$ cat config.mk
export PLATFORM = sky130hd
export DESIGN_NAME = srfp_mul
export DESIGN_NICKNAME = d
export VERILOG_FILES = /design/src/hw/rtl/srfp_mul.sv
export SDC_FILE = /design/constraint.sdc
export NUM_CORES = 2
export LEC_CHECK = 0
export BUFFER_PORTS_ARGS = -buffer_cell sky130_fd_sc_hd__buf_2
export CAP_MARGIN = 15
export CORE_ASPECT_RATIO = 1.25
export CORE_MARGIN = 2
export CORE_UTILIZATION = 40
export CTS_BUF_LIST = sky130_fd_sc_hd__clkbuf_4 sky130_fd_sc_hd__clkbuf_8
export DETAILED_ROUTE_END_ITERATION = 16
export SYNTH_ARGS = -nofsm -noshare
export SYNTH_HDL_FRONTEND = slang
export SYNTH_SLANG_ARGS = --single-unit
$ cat constraint.sdc
create_clock -name aclk -period 12.6 [get_ports aclk]
set_clock_uncertainty 0.1 [all_clocks]
set_input_delay 3.15 -clock aclk [delete_from_list [all_inputs] [get_ports aclk]]
set_output_delay 3.15 -clock aclk [all_outputs]
set_load 0.01 [all_outputs]
$ cat src/hw/rtl/srfp_mul.sv
// ----------------------------------------------------------------------------
// srfp_mul
// Shared signed 33x33 multiplier with registered product.
// ----------------------------------------------------------------------------
module srfp_mul (
    input  logic                aclk,
    input  logic signed [32:0]  op_a,
    input  logic signed [32:0]  op_b,
    output logic signed [63:0]  prod
);
    logic signed [65:0] full;

    // product register
    assign full = op_a * op_b;
    always_ff @(posedge aclk) begin
        prod <= full[63:0];
    end

endmodule

; ---- Word-level counts from Yosys, hierarchy flattened
; Cells that the tools add are included.
; Widths: inputs -> output; s select.
[word_totals]
regBits = 64
in_bits = 67
output_inout_bits = 64
[op_classes]
mul = 1
[op_table]
columns = op, n
row1 = $mul 33x33->64, 1

; ---- Longest topological paths before layout
[depth]
word_depth = 1
mapped_depth = 28
ltp_nobuf = 26

; ---- Least setup slack after synthesis
; Ideal clock, no wire load.
[synth_path]
path_type = input -> register
startpoint = input port op_a[32]
endpoint = register prod[63]
path_buffers = 1
stages = 24
setup_time_ns = 0.072
t_arrival_ns = 10.342
slack_ns = 2.086
path_cell_list = clkbuf_1 -> nand2_1 -> inv_1 -> fa_1 -> fa_1 -> fa_1 -> inv_1 -> fa_1 -> inv_1 -> fa_1 -> fa_1 -> fa_1 -> inv_1 -> fa_1 -> inv_1 -> ha_1 -> a21o_1 -> a21o_1 -> a21oi_1 -> nand2_1 -> o31ai_1 -> o211ai_1 -> a21oi_1 -> xnor2_1
[synth_via]
elab_chain_cells = 1
[synth_lines]
columns = item, line
row1 = from (decl), 7  ; input logic signed [32:0] op_a,
row2 = $mul 33x33->64, 14  ; assign full = op_a * op_b;
row3 = net full[63], 11  ; logic signed [65:0] full;
row4 = to (signal assigned), 16  ; prod <= full[63:0];
row5 = to (decl), 9  ; output logic signed [63:0] prod
; The timed path passes the listed nets, and every way through them passes these cells.

; ---- Worst setup path after layout
[layout_path]
startpoint = input port op_b[0]
endpoint = register prod[60]
[layout_via]
elab_chain_cells = 1
[layout_lines]
columns = item, line
row1 = from (decl), 8  ; input logic signed [32:0] op_b,
row2 = $mul 33x33->64, 14
row3 = net full[60], 11
; The timed path passes the listed nets, and every way through them passes these cells.

==> flow_summary.json <==
{
  "fin_crit_sh": 0.882,
  "hp-class": "input pin to register",
  "cts_root_buf": "clkbuf_8",
  "finalMaxSlewViolations": 0,
  "setup_tns_ns": 0,
  "dieHeight_um": 356,
  "cts_sinks": 64,
  "slew_headroom": 0.294,
  "worst_pin_slew_ns": 1.06,
  "viasPerCell": 5.04,
  "htreeDepth": 3,
  "syn2layout_area_growth_pct": 4.51,
  "cp_data_required_time_ns": 12.79,
  "yosysWarnings": 0,
  "hold_viol_final": 0,
  "hpwl_um": 90400,
  "grtUsageTotal": 0.228,
  "synth_flop_cell": "dfxtp_1",
  "synth_edf_count": 0,
  "dieArea_um2": 101000,
  "vias": 27500,
  "cap_violations": 0,
  "post_cts_resized": 0,
  "synth_seq_area_share": 0.0324,
  "core_um2": 97700,
  "fin_ws_ns": 1.49,
  "fin_nets": 5544,
  "fp-row-count": 128,
  "cts_tree": "done",
  "place_congestion": 0.874,
  "wire_per_inst_um": 20.3,
  "synth_most_common_cell": "fa_1",
  "netlist_top_cells_count": "fa_1, inv_1, and2_1",
  "drcViolationCount": 0,
  "initial_core_util": 0.405,
  "yosys.cell_types.count": 57,
  "clockBufferDepth": 2,
  "die_x_um": 285,
  "synth_top_area_cell": "fa_1",
  "worst-path-max-fanout": 33,
  "worstSetupPathType": "input pin to register",
  "antenna_found_initial": 9,
  "num_io_pins": 131,
  "start_kind": "input pin",
  "drive_gt1_frac": 0.0405,
  "crit_path_end_kind": "register",
  "cp_cell_sequence": "buf_2 > nand2_1 > inv_1 > fa_1 > fa_1 > fa_1 > buf_4 > inv_1 > fa_1 > inv_1 > fa_1 > fa_1 > fa_1 > inv_1 > fa_1 > inv_1 > ha_1 > nand3_1 > nor4_1 > nand3_1 > o211ai_1 > a211o_1 > nand4_1 > o311ai_2",
  "syn_inst": 4207,
  "port_buffers": 130,
  "outcome": "finished clean",
  "synthArstFlopShare": 0,
  "top_register": "prod",
  "drt_wl_total_um": 111000,
  "period_needed_ns": 11.11,
  "synth_fp_nets": 5611,
  "cpPeakStageDelay_ns": 0.81,
  "synth_seq_cells": 64,
  "ant_nets": 0,
  "cts_buffers": 9,
  "cts.hold.buffers_added": 0,
  "cts.clk_slew.worst_paths_ns": 0.09,
  "num-fill-cells": 9754,
  "first_iter_violations": 1213,
  "synth_area_um2": 39500,
  "yosys-top-cells-area": "fa_1, inv_1, and2_1",
  "syn_area_per_cell_um2": 9.40,
  "cts_setup_buffers": 0,
  "reg_top3": "prod x64",
  "setup_viol": 0,
  "grt_max_degree": 35,
  "grt_pass1_vias": 31000,
  "critPathArrivalTime_ns": 11.31,
  "overflow": 0,
  "grt_pass1_wl_um": 176000,
  "post-place-ws_ns": 1.13,
  "rsz0062_at_grt": "false",
  "fmax_ghz": 0.0900,
  "dr.pass1.iters": 6,
  "critPathSlowestCell": "fa_1",
  "path_common_cell": "fa_1",
  "largest_reg_flops": 64,
  "yosys.area.top_type_share": 0.570
}
kinds of logic after synthesis:
family	Yosys count	share of synthesized area
compound gates	200	0.0325
xor+xnor	76	0.0168
flops	64	0.0324
fa+ha+maj	1337	0.637
buf+inv	1308	0.124
simple gates	1221	0.157
mux	1	0.000253
metal layers:
layer | global-route usage | vias up | part of all wire
met2 | 0.428 | 791 | 0.55
met1 | 0.252 | 14600 | 0.35
met3 | 0.0186 | 261 | 0.035
met5 | 0 | - | 0.000063
met4 | 0.132 | 2 | 0.068
li1 | - | 11800 | -
critical path: cells and delay by family:
family / cells / cell delay, ns
fa+ha+maj: 9 / 4.84
buf+inv: 7 / 1.42
simple gates: 5 / 1.10
compound gates: 3 / 0.73
stage by stage:
step	area, um2	util	std cells	hold WS [ns]
floorplan	39500	-	4207	3.18
detailed placement	41100	0.421	5429	3.44
finish	41300	0.423	5448	3.23
global route	41300	0.423	5447	3.24
CTS	41300	0.423	5445	3.20
global placement	41100	0.421	5429	3.44
final timing paths:
| kind | depth (start not counted) | to | start | slack (ns) |
|---|---|---|---|---|
| min | 2 | prod[0]$_DFF_P_ | op_b[0] | 3.23 |
| max | 24 | prod[60]$_DFF_P_ | op_b[0] | 1.49 |
layout make-up:
type	instances	area, um2	share of cell area
sequential	64	1280	0.0310
multi-input combinational	2835	33400	0.807
tap	1300	1630	0.0394
clock inverter	6	90.1	0.00218
clock buffer	10	138	0.00333
antenna	3	7.51	0.000182
inverter	1086	4080	0.0986
timing repair buffer	144	756	0.0183
cells in the final DEF (no fill, tap or decap), drive strengths merged, types with 3 or more instances in the layout:
| master | synthesis | final |
|---|---|---|
| nor3 | 12 | 12 |
| o31ai | 4 | 4 |
| clkbuf | 222 | 10 |
| inv | 1086 | 1088 |
| a21boi | 4 | 4 |
| nand2b | 9 | 9 |
| diode | 0 | 3 |
| buf | 0 | 144 |
| fa | 1125 | 1125 |
| o21ai | 36 | 36 |
| and3 | 6 | 6 |
| nand2 | 547 | 547 |
| a211oi | 9 | 9 |
| and4 | 4 | 4 |
| and2 | 548 | 548 |
| o21a | 18 | 18 |
| a21o | 18 | 18 |
| xnor2 | 55 | 55 |
| o211ai | 7 | 7 |
| nand4 | 12 | 12 |
| a31oi | 6 | 6 |
| or3 | 4 | 4 |
| a21oi | 70 | 70 |
| xor2 | 21 | 21 |
| ha | 212 | 212 |
| o21bai | 7 | 7 |
| nor2b | 32 | 32 |
| dfxtp | 64 | 64 |
| nand3 | 18 | 18 |
| nor4 | 4 | 4 |
| nor2 | 18 | 18 |
Power is left out: the tool's default activity adds up to more than one toggle a clock period on the data nets, which glitch-free logic cannot reach.
